[src/design/mbr_pkg.sv]
package mbr_pkg;

	localparam int TABLE_POINTS = 12;
	localparam int NUM_SEG = TABLE_POINTS - 1;
	localparam int SEG_W = $clog2(NUM_SEG);
	localparam int T_W = 5;
	localparam int TABLE_FRAC = 20;
	localparam int RATIO_TAB_W = 21;
	localparam int NUM_W = 25;
	localparam int DELTA_W = 22;
	localparam int QUEUE_DEPTH = 2;
	localparam int QUEUE_PTR_W = $clog2(QUEUE_DEPTH);
	localparam int QUEUE_CNT_W = $clog2(QUEUE_DEPTH + 1);

	// Calibration points: power level and left/right ratio in Q1.20.
	localparam logic [7:0] LEVEL [TABLE_POINTS] = '{
		8'd70, 8'd80, 8'd90, 8'd100, 8'd110, 8'd120,
		8'd140, 8'd160, 8'd180, 8'd200, 8'd225, 8'd255
	};

	localparam logic [RATIO_TAB_W-1:0] RATIO_Q20 [TABLE_POINTS] = '{
		21'd1053473, 21'd1036381, 21'd1051135, 21'd1040376,
		21'd1033214, 21'd1052833, 21'd1054951, 21'd1047622,
		21'd1018461, 21'd1020160, 21'd996850, 21'd920786
	};

	localparam logic [7:0] MIN_POWER = 8'd70;
	localparam logic [7:0] MAX_POWER = 8'd255;

	typedef struct packed {
		logic [7:0]       power;
		logic [SEG_W-1:0] seg;
		logic [T_W-1:0]   offset;
	} item_t;

endpackage

[src/design/mbr_front.sv]
module mbr_front (
	input  logic          [7:0] requested_power,
	output mbr_pkg::item_t      item
);
	import mbr_pkg::*;

	logic [7:0]       power_cl;
	logic [SEG_W-1:0] seg;

	always_comb begin
		power_cl = requested_power;
		if (requested_power < LEVEL[0]) begin
			power_cl = LEVEL[0];
		end else if (requested_power > LEVEL[TABLE_POINTS-1]) begin
			power_cl = LEVEL[TABLE_POINTS-1];
		end
		seg = '0;
		for (int i = 1; i < TABLE_POINTS - 1; i++) begin
			if (power_cl >= LEVEL[i]) begin
				seg = SEG_W'(i);
			end
		end
	end

	always_comb begin
		item.power = power_cl;
		item.seg = seg;
		item.offset = T_W'(power_cl - LEVEL[seg]);
	end

endmodule

[src/design/mbr_queue.sv]
module mbr_queue (
	input  logic           clk,
	input  logic           arst_n,
	input  logic           push,
	input  mbr_pkg::item_t item_in,
	output logic           full,
	input  logic           pop,
	output logic           nonempty,
	output mbr_pkg::item_t item_out
);
	import mbr_pkg::*;

	item_t                  entry_q [QUEUE_DEPTH];
	logic [QUEUE_PTR_W-1:0] wr_ptr_q;
	logic [QUEUE_PTR_W-1:0] rd_ptr_q;
	logic [QUEUE_CNT_W-1:0] count_q;
	logic                   wr_en;
	logic                   rd_en;

	assign full = (count_q == QUEUE_CNT_W'(QUEUE_DEPTH));
	assign nonempty = (count_q != '0);
	assign wr_en = push && !full;
	assign rd_en = pop && nonempty;
	assign item_out = entry_q[rd_ptr_q];

	always_ff @(posedge clk or negedge arst_n) begin
		if (!arst_n) begin
			wr_ptr_q <= '0;
			rd_ptr_q <= '0;
			count_q <= '0;
		end else begin
			if (wr_en) begin
				wr_ptr_q <= (wr_ptr_q == QUEUE_PTR_W'(QUEUE_DEPTH - 1)) ? '0 : wr_ptr_q + 1'b1;
			end
			if (rd_en) begin
				rd_ptr_q <= (rd_ptr_q == QUEUE_PTR_W'(QUEUE_DEPTH - 1)) ? '0 : rd_ptr_q + 1'b1;
			end
			if (wr_en && !rd_en) begin
				count_q <= count_q + 1'b1;
			end else if (rd_en && !wr_en) begin
				count_q <= count_q - 1'b1;
			end
		end
	end

	always_ff @(posedge clk) begin
		if (wr_en) begin
			entry_q[wr_ptr_q] <= item_in;
		end
	end

endmodule

[src/design/mbr_back.sv]
module mbr_back #(
	parameter int RATIO_FRACTION_BITS = 15
) (
	input  logic           clk,
	input  logic           arst_n,
	input  logic           head_valid,
	input  mbr_pkg::item_t head,
	output logic           take,
	input  logic           pop,
	output logic           empty,
	output logic [7:0]     power_a,
	output logic [7:0]     power_b,
	output logic [15:0]    balance_ratio,
	output logic [8:0]     average_twice
);
	import mbr_pkg::*;

	localparam int F = RATIO_FRACTION_BITS;
	localparam int XW = NUM_W + F + 1;
	localparam int YW = XW - TABLE_FRAC;
	localparam int QW = F + 1;
	localparam int PW = NUM_W + 3;

	logic        [NUM_W-1:0]   base_tab  [NUM_SEG];
	logic signed [DELTA_W-1:0] delta_tab [NUM_SEG];
	logic        [T_W-1:0]     len_tab   [NUM_SEG];
	logic        [YW-1:0]      recip_tab [NUM_SEG];

	for (genvar g = 0; g < NUM_SEG; g++) begin : g_seg
		localparam int SEG_LEN = int'(LEVEL[g+1]) - int'(LEVEL[g]);
		localparam logic [YW-1:0] RECIP = YW'((64'd1 << YW) / SEG_LEN);
		assign len_tab[g] = T_W'(SEG_LEN);
		assign recip_tab[g] = RECIP;
		assign base_tab[g] = NUM_W'(64'(SEG_LEN) * 64'(RATIO_Q20[g]));
		assign delta_tab[g] = DELTA_W'($signed({1'b0, RATIO_Q20[g+1]})
			- $signed({1'b0, RATIO_Q20[g]}));
	end

	logic             adv;
	logic             v_s1, v_s2, v_s3, v_s4, out_valid_q;
	logic [7:0]       power_s1, power_s2, power_s3, power_s4, power_q;
	logic [SEG_W-1:0] seg_s1, seg_s2, seg_s3;
	logic [NUM_W-1:0] num_s1;
	logic [YW-1:0]    y_s2, y_s3;
	logic [QW-1:0]    quot_s3, ratio_s4, ratio_q;
	logic [8:0]       pb_raw_q;

	logic signed [PW-1:0] term;
	logic signed [PW-1:0] num_sum;
	logic [XW-1:0]        x_val;
	logic [2*YW-1:0]      recip_prod;
	logic [YW-1:0]        back_prod;
	logic [YW-1:0]        rem;
	logic [QW-1:0]        ratio_d;
	logic [QW+7:0]        power_prod;

	assign adv = !out_valid_q || pop;
	assign take = adv && head_valid;

	assign term = PW'($signed({1'b0, head.offset})) * PW'(delta_tab[head.seg]);
	assign num_sum = $signed({3'b000, base_tab[head.seg]}) + term;
	assign x_val = (XW'(num_s1) << F) + (XW'(len_tab[seg_s1]) << (TABLE_FRAC - 1));
	assign recip_prod = (2*YW)'(y_s2) * (2*YW)'(recip_tab[seg_s2]);
	assign back_prod = YW'(quot_s3) * YW'(len_tab[seg_s3]);
	assign rem = y_s3 - back_prod;
	assign ratio_d = quot_s3 + QW'(rem >= YW'(len_tab[seg_s3]));
	assign power_prod = (QW+8)'(power_s4) * (QW+8)'(ratio_s4);

	always_ff @(posedge clk or negedge arst_n) begin
		if (!arst_n) begin
			v_s1 <= 1'b0;
			v_s2 <= 1'b0;
			v_s3 <= 1'b0;
			v_s4 <= 1'b0;
			out_valid_q <= 1'b0;
		end else if (adv) begin
			v_s1 <= head_valid;
			v_s2 <= v_s1;
			v_s3 <= v_s2;
			v_s4 <= v_s3;
			out_valid_q <= v_s4;
		end
	end

	always_ff @(posedge clk) begin
		if (adv) begin
			power_s1 <= head.power;
			seg_s1 <= head.seg;
			num_s1 <= num_sum[NUM_W-1:0];
			power_s2 <= power_s1;
			seg_s2 <= seg_s1;
			y_s2 <= x_val[XW-1:TABLE_FRAC];
			power_s3 <= power_s2;
			seg_s3 <= seg_s2;
			y_s3 <= y_s2;
			quot_s3 <= recip_prod[YW +: QW];
			power_s4 <= power_s3;
			ratio_s4 <= ratio_d;
			power_q <= power_s4;
			ratio_q <= ratio_s4;
			pb_raw_q <= power_prod[F +: 9];
		end
	end

	assign empty = !out_valid_q;
	assign power_a = power_q;
	assign balance_ratio = 16'(ratio_q);
	assign average_twice = 9'({1'b0, power_q} + pb_raw_q);

	always_comb begin
		if (pb_raw_q > {1'b0, MAX_POWER}) begin
			power_b = MAX_POWER;
		end else if (pb_raw_q < {1'b0, MIN_POWER}) begin
			power_b = MIN_POWER;
		end else begin
			power_b = pb_raw_q[7:0];
		end
	end

endmodule

[src/design/motor_balance_ratio_interpolator.sv]
// Each request is a power byte raised to at least 70. The block finds its
// segment in a 12-point calibration table, interpolates the left/right ratio
// with round-half-up, and returns both drive levels, the ratio and twice the
// average power. It accepts one request per clock cycle while full is low and
// returns one result per cycle while pop is held. A request leaves the queue
// and passes through the five registered stages of the arithmetic pipeline
// (segment blend, scaling, reciprocal multiply, remainder correction, power
// multiply). A two-entry queue sits between classification and the pipeline;
// the pipeline holds while its result register waits to be popped.
module motor_balance_ratio_interpolator #(
	parameter int RATIO_FRACTION_BITS = 15
) (
	input  logic        clk,
	input  logic        arst_n,
	input  logic        push,
	output logic        full,
	input  logic [7:0]  requested_power,
	output logic        empty,
	input  logic        pop,
	output logic [7:0]  power_a,
	output logic [7:0]  power_b,
	output logic [15:0] balance_ratio,
	output logic [8:0]  average_twice
);
	import mbr_pkg::*;

	item_t front_item;
	item_t head_item;
	logic  head_valid;
	logic  take;

	mbr_front u_front (
		.requested_power(requested_power),
		.item(front_item)
	);

	mbr_queue u_queue (
		.clk(clk),
		.arst_n(arst_n),
		.push(push),
		.item_in(front_item),
		.full(full),
		.pop(take),
		.nonempty(head_valid),
		.item_out(head_item)
	);

	mbr_back #(
		.RATIO_FRACTION_BITS(RATIO_FRACTION_BITS)
	) u_back (
		.clk(clk),
		.arst_n(arst_n),
		.head_valid(head_valid),
		.head(head_item),
		.take(take),
		.pop(pop),
		.empty(empty),
		.power_a(power_a),
		.power_b(power_b),
		.balance_ratio(balance_ratio),
		.average_twice(average_twice)
	);

endmodule

[config.mk]
export PLATFORM = sky130hd
export DESIGN_NAME = motor_balance_ratio_interpolator
export DESIGN_NICKNAME = d
export VERILOG_FILES = /design/src/design/mbr_pkg.sv /design/src/design/mbr_front.sv /design/src/design/mbr_queue.sv /design/src/design/mbr_back.sv /design/src/design/motor_balance_ratio_interpolator.sv
export SDC_FILE = /design/constraint.sdc
export NUM_CORES = 2
export LEC_CHECK = 0
export BUFFER_PORTS_ARGS = -buffer_cell sky130_fd_sc_hd__buf_2
export CAP_MARGIN = 40
export CORE_ASPECT_RATIO = 0.9
export CORE_MARGIN = 2
export CORE_UTILIZATION = 30
export DETAILED_ROUTE_END_ITERATION = 16
export GPL_ROUTABILITY_DRIVEN = 0
export PLACE_DENSITY = 0.52
export SLEW_MARGIN = 20
export SYNTH_ARGS = -nofsm -noshare
export SYNTH_HDL_FRONTEND = slang
export SYNTH_HIERARCHICAL = 1
export SYNTH_SLANG_ARGS = --single-unit
[constraint.sdc]
create_clock -name clk -period 7.9 [get_ports clk]
set_input_delay 0.395 -clock clk [delete_from_list [all_inputs] [get_ports clk]]
set_output_delay 0.395 -clock clk [all_outputs]
set_load 0.005 [all_outputs]
# After elaboration in Yosys (flattened, before gate mapping)
# Memories as Yosys holds them, arrays and structs flattened.
# Index checks and enable logic that the tools add are counted.
# Widths: inputs -> output; s select.
[word_totals] ramBits=34 mem_count=7 romBits=1376 elab_cells=114 in_bits=12 ff_bits=185 output_inout_bits=43 latchBits=0
[op_classes] magnitude_cmp=20 mux=32 n_addsub=10 eq_ne=1 mul=4 bitwise=5 n_reduce_logical=12 div_mod_pow=0 shifts=0
[memory_table] name="(name not given)" words=16 word_bits=25 read_ports=1 rd_clocked_by_memory_dff=0 wr=0 line_no="mbr_back.sv:61" source="assign num_sum = $signed({3'b000, base_tab[head.seg]}) + term;"
[memory_table] name="(name not given)" words=16 word_bits=22 read_ports=1 rd_clocked_by_memory_dff=0 wr=0 line_no="mbr_back.sv:60" source="assign term = PW'($signed({1'b0, head.offset})) * PW'(delta_tab[head.seg]);"
[memory_table] name="(name not given)" words=16 word_bits=21 read_ports=1 rd_clocked_by_memory_dff=0 wr=0 line_no="mbr_back.sv:63" source="assign recip_prod = (2*YW)'(y_s2) * (2*YW)'(recip_tab[seg_s2]);"
[memory_table] name="(name not given)" words=16 word_bits=8 read_ports=1 rd_clocked_by_memory_dff=0 wr=0 line_no="mbr_front.sv:28" source="item.offset = T_W'(power_cl - LEVEL[seg]);"
[memory_table] name="(name not given)" words=16 word_bits=5 read_ports=1 rd_clocked_by_memory_dff=0 wr=0 line_no="mbr_back.sv:64" source="assign back_prod = YW'(quot_s3) * YW'(len_tab[seg_s3]);"
[memory_table] name="(name not given)" words=16 word_bits=5 read_ports=1 rd_clocked_by_memory_dff=0 wr=0 line_no="mbr_back.sv:62" source="assign x_val = (XW'(num_s1) << F) + (XW'(len_tab[seg_s1]) << (TABLE_FRAC - 1));"
[memory_table] name="1 more memories"
[op_table] operator="$mux 25" n=2
[op_table] operator="$mux 22" n=2
[op_table] operator="$mux 21" n=2
[op_table] operator="$add 40x24->41" n=1
[op_table] operator="$ge 8x7->1 const B" n=5
[op_table] operator="$ge 8x8->1 const B" n=5
[op_table] operator="$mul 21x21->37" n=1
[op_table] operator="$mux 8" n=4
[op_table] operator="$mux 5" n=6
[op_table] operator="$add 25x25->25" n=1
[op_table] operator="$ge 5x5->1 const B" n=5
[op_table] operator="$mul 6x22->25" n=1
[op_table] operator="$not 4->5" n=5
[op_table] operator="$mul 8x16->24" n=1
[op_table] operator="$ge 21x5->1" n=1
[op_table] operator="$mul 16x5->21" n=1
[op_table] operator="$sub 21x21->21" n=1
[op_table] operator="$add 16x1->16" n=1
[op_table] operator="$mux 3" n=4
[op_table] operator="$mux 4" n=3
[op_table] operator="$add 8x9->9" n=1
[op_table] operator="$gt 9x8->1 const B" n=1
[op_table] operator="$lt 9x7->1 const B" n=1
[op_table] operator="$gt 8x8->1 const B" n=1
[op_table] operator="12 further kinds" n=28

# Logic depth before layout (Yosys ltp)
[depth] ltp_word=19 depth_mapped=31

# Cells and area by module
# Netlist, hierarchy kept.
[by_module_without_submodules] mod="mbr_back" cells_each=2769 n_inst=1 area_each_um2=27573.9
[by_module_without_submodules] mod="mbr_queue" cells_each=72 n_inst=1 area_each_um2=1477.7
[by_module_without_submodules] mod="mbr_front" cells_each=81 n_inst=1 area_each_um2=614.3

# Worst setup path before layout
# Ideal clock, no wire load.
[synth_timing] kind="register to register" start="register u_back.seg_s2[1]" end="register u_back.quot_s3[15], data pin" slack_ns=0.447 t_arrival_ns=7.187 path_stages_with_launch=28 synth_period_minus_slack_ns=7.453 setup_ns=0.266 path_buffers=2 path_cell_list="edfxtp_1 o21a_1 nor2_1 a21oi_1 clkbuf_1 clkbuf_1 and2_1 fa_1 fa_1 inv_1 fa_1 inv_1 fa_1 fa_1 fa_1 inv_1 fa_1 inv_1 ha_1 nand4_1 nor4_1 o2111ai_1 a31oi_1 o21ai_0 nor4_1 o21a_1 o41ai_1 xnor2_1"
[synth_between] elab_chain_len=5
[synth_lines] item="start: declaration" line_no="mbr_back.sv:42" source="logic [SEG_W-1:0] seg_s1, seg_s2, seg_s3;"
[synth_lines] item="start signal: assignment" line_no="mbr_back.sv:91" source="seg_s2 <= seg_s1;"
[synth_lines] item="$not 4->5 (not written as such)" line_no="mbr_back.sv:63"
[synth_lines] item="$mem_v2 16x21"
[synth_lines] item="$mux 21 (not written as such) (2 in series)" line_no="mbr_back.sv:63"
[synth_lines] item="$mul 21x21->37" line_no="mbr_back.sv:63"
[synth_lines] item="net u_back.recip_prod[36]" line_no="mbr_back.sv:51" source="logic [2*YW-1:0] recip_prod;"
[synth_lines] item="end signal: assignment" line_no="mbr_back.sv:96" source="quot_s3 <= recip_prod[YW +: QW];"
[synth_lines] item="end: declaration" line_no="mbr_back.sv:45" source="logic [QW-1:0] quot_s3, ratio_s4, ratio_q;"
# The timed path passes the listed nets, and every way through them passes these cells. The select of a mux whose other input is x is not followed.
# A chain may end at the register's enable or synchronous reset.

# Final worst setup path
[layout_timing] start="register u_back.seg_s2[3]" end="register u_back.quot_s3[7], data pin"
# Same word-level chain as after synthesis.

==> out/results.tsv <==
stage	metric	value	unit
clock_network	clock-pin slew on the worst setup and hold paths	0.06	ns
run_status	status	completed	
timing	Max Slew Vio Count	0	
routing	DRC	0	
clock_network	H-Tree Depth	1	
logic_synthesis	Ys Warns	6	
logic_synthesis	Syn Nets	3735	
worst_setup_path	required arrival time at the worst endpoint	8.21	ns
routing	vias	19500	
worst_setup_path	crit path kind	flop to flop	
global_routing	vias in the first global route	20300	
routing	DR iter-0 viols	953	
timing	RSZ-0062 raised after global routing	false	
logic_synthesis	Async SR Flop Fraction	0.0419	
final_layout	Net count, final	3830	
worst_setup_path	most frequent CP cell	fa_1	
placement	pre-CTS setup slack	0.0240	ns
final_layout	area delta synth->final	10.9	%
worst_setup_path	Critical Path Start	u_back/seg_s2[3]	
clock_network	Clock Latency Late Sink	0.57	ns
final_layout	ant diodes	0	
routing	drt first pass iters	5	
routing	antenna-violating nets left	0	
logic_synthesis	Yosys cell types	80	
worst_setup_path	maximum fanout along the worst path	15	
die	die outline height	302	um
clock_network	root buf cell	clkbuf_16	
die	IO Pins	55	
routing	final WL	71000	um
logic_synthesis	EDFF count, synth	206	
timing	worst slew pin tran	0.854	ns
worst_setup_path	R2R cell count	29	
timing	Max Fclk	132	MHz
clock_network	TritonCTS Sinks	215	
clock_network	Clock Tree Buf Depth	3	
final_layout	FF/Latch Area	6410	sq um
clock_network	number of CTS-inserted buffers	28	
logic_synthesis	cells after synthesis	2922	
logic_synthesis	sequential area share after synthesis	0.216	
worst_setup_path	max incr delay on CP	0.56	ns
flow_run	number of max-cap violations	0	
worst_setup_path	Reg2Reg Launch Point	u_back/seg_s2[3]	
worst_setup_path	crit path capture	u_back/quot_s3[7]	
final_layout	final instance area	32900	sq um
timing	crit path setup slack, layout	0.346	ns
global_routing	first-pass GRT wire length	114000	um
worst_setup_path	Worst R2R Setup Slack	0.35	ns
worst_setup_path	slowest CP cell	fa_1	
die	die footprint	101000	sq um
logic_synthesis	#FFs+latches synth	215	
timing	final setup fails	0	
routing	routed len/inst	16.5	um
final_layout	Multi-input gate area	20300	sq um
timing	setup TNS	0	ns
timing	final hold vios	0	
worst_setup_path	CP Launch Type	flop	
global_routing	initial antenna violation count	0	
routing	DR vias/cell	4.51	
timing	minimum clock period after layout	7.55	ns
placement	DP Wirelength	59700	um
timing	Setup Skew	0.0190	ns
timing	Final Cycle Share	0.956	
global_routing	global-route usage over all layers	0.144	
die	Site Rows	109	
final_layout	fin cells	4313	
global_routing	largest net degree at the start of global routing	62	
die	Die Wd	335	um
placement	dpl cells	4258	
worst_setup_path	reg2reg end	u_back/quot_s3[7]	
clock_network	TritonCTS clock tree	done	
worst_hold_path	type of the most critical hold path	input pin to flop	
die	starting density of the core	0.303	
placement	Area after DPL	31800	sq um
die	core area	98100	sq um
logic_synthesis	cell area after synthesis	29700	sq um
placement	# port buffers	54	
timing	relative slew slack	0.427	
final_layout	fraction of layout cells with a size suffix above 1	0.0731	
logic_synthesis	top_reg_cell synth	edfxtp_1	
global_routing	GRT overflow	0	
worst_setup_path	CP arrival	7.87	ns
logic_synthesis	Mean Syn Cell Area	10.2	sq um
worst_setup_path	CP endpoint kind	flop	
final_layout	Filler cells	9996	
worst max-delay path, delay by kind of cell (launching register included):
family	cells	cell delay, ns
buffers and inverters	8	0.73
adder cells (fa/ha/maj)	8	3.95
AO/OA/AOI/OAI	7	1.29
flip-flops	1	0.45
AND/OR/NAND/NOR	5	0.80
XOR/XNOR	1	0.08
cells in the mapped netlist, types with 3 or more instances:
cell	number	area (sq um)
buf_6	4	45.0
nor3_1	26	130
xnor2_1	72	631
xor2_1	35	307
o2111ai_1	5	43.8
o211a_1	5	50.1
a211o_1	3	26.3
and3_1	19	119
o21bai_1	4	30.0
edfxtp_1	206	6190
a21oi_1	83	415
nand4_1	10	62.6
mux2_4	9	135
o21ai_1	4	20.0
buf_1	4	15.0
nand3b_1	5	37.5
nor2b_1	16	100
dfrtp_1	9	225
clkbuf_1	48	180
a21boi_0	8	60.1
or3_1	8	50.1
fa_1	500	10000
nor4_1	5	31.3
buf_2	3	15.0
nand2b_1	20	125
a31oi_1	9	56.3
o21ai_0	67	335
nand3_1	19	95.1
and2_1	158	988
mux2_2	14	158
nor2_1	113	424
nand2_1	281	1050
nor3b_1	3	22.5
a21o_1	28	210
o21a_1	17	128
inv_1	728	2730
ha_1	301	3770
a211oi_1	10	75.1
or2_2	9	56.3
o211ai_1	6	45.0
cell families (layout without fill, tap and decap cells):
family / count (synthesis) / after routing / synth area share
AOI/OAI and AO/OA: 279 / 279 / 0.0608
xor gates and xnor gates: 107 / 107 / 0.0316
adders and majority gates: 801 / 801 / 0.464
buffers and inverters: 790 / 905 / 0.102
DFF: 215 / 215 / 0.216
muxes: 25 / 25 / 0.0105
and+or+nand+nor: 705 / 705 / 0.115
final cells by class:
class,count,area share
Inverter,729,0.0832
Clock inverter,21,0.00791
Clock buffer,29,0.0214
Tap cell,1276,0.0485
Timing Repair Buffer,126,0.0276
Multi-Input combinational cell,1917,0.617
Sequential cell,215,0.195
worst min-delay path by stage:
stage,start,endpoint,depth (start not counted)
3_5_place_dp,arst_n,u_queue/count_q[0],1
6_report,push,u_queue/wr_ptr_q,3
5_1_grt,push,u_queue/wr_ptr_q,3
2_1_floorplan,arst_n,u_back/out_valid_q,0
4_1_cts,push,u_queue/wr_ptr_q,3
3_3_place_gp,arst_n,u_queue/count_q[0],1
cell usage in the layout (no fill, tap or decap), types with 54 or more instances in the layout:
| cell | n |
|---|---|
| nand2_1 | 281 |
| buf_4 | 63 |
| o21ai_0 | 63 |
| nor2_1 | 110 |
| buf_2 | 54 |
| fa_1 | 499 |
| inv_1 | 728 |
| a21oi_1 | 82 |
| and2_1 | 158 |
| edfxtp_1 | 206 |
| ha_1 | 301 |
| xnor2_1 | 72 |
timing repair:
action                                  4_1_cts  5_1_grt
endpoints found under the setup margin        2       10
cloned                                        0        1
endpoints found under the hold margin         9        0
setup buffers                                 0        2
hold buffers                                  1        0
pin swaps                                     0        2
gates resized for setup                       1       14
flip-flops by register name, summed over array words and instances, names as in the netlist, 9 cells and up:
| signal | flops |
|---|---|
| u_back/balance_ratio | 16 |
| u_back/num_s1 | 21 |
| u_back/pb_raw_q | 9 |
| u_back/quot_s3 | 16 |
| u_back/ratio_s4 | 16 |
| u_back/y_s2 | 21 |
| u_back/y_s3 | 21 |
| u_queue/entry_q | 34 |
layer usage:
| metal | global-route usage | part of all wire | vias up |
|---|---|---|---|
| li1 | - | - | 9266 |
| met1 | 0.210 | 0.49 | 9793 |
| met2 | 0.226 | 0.45 | 339 |
| met3 | 0.0271 | 0.051 | 63 |
| met4 | 0.0206 | 0.014 | 0 |
| met5 | 0 | 0 | - |
metrics by stage:
step / utilization / hold slack [ns]
final: 0.336 / 0.137
after global routing: 0.336 / 0.144
after CTS: 0.335 / 0.107
after detailed placement: 0.325 / 0.255
after global placement: 0.324 / 0.259
after floorplan: - / 0.0994
Power is left out: the tool's default activity adds up to more than one toggle a clock period on the data nets, which glitch-free logic cannot reach.
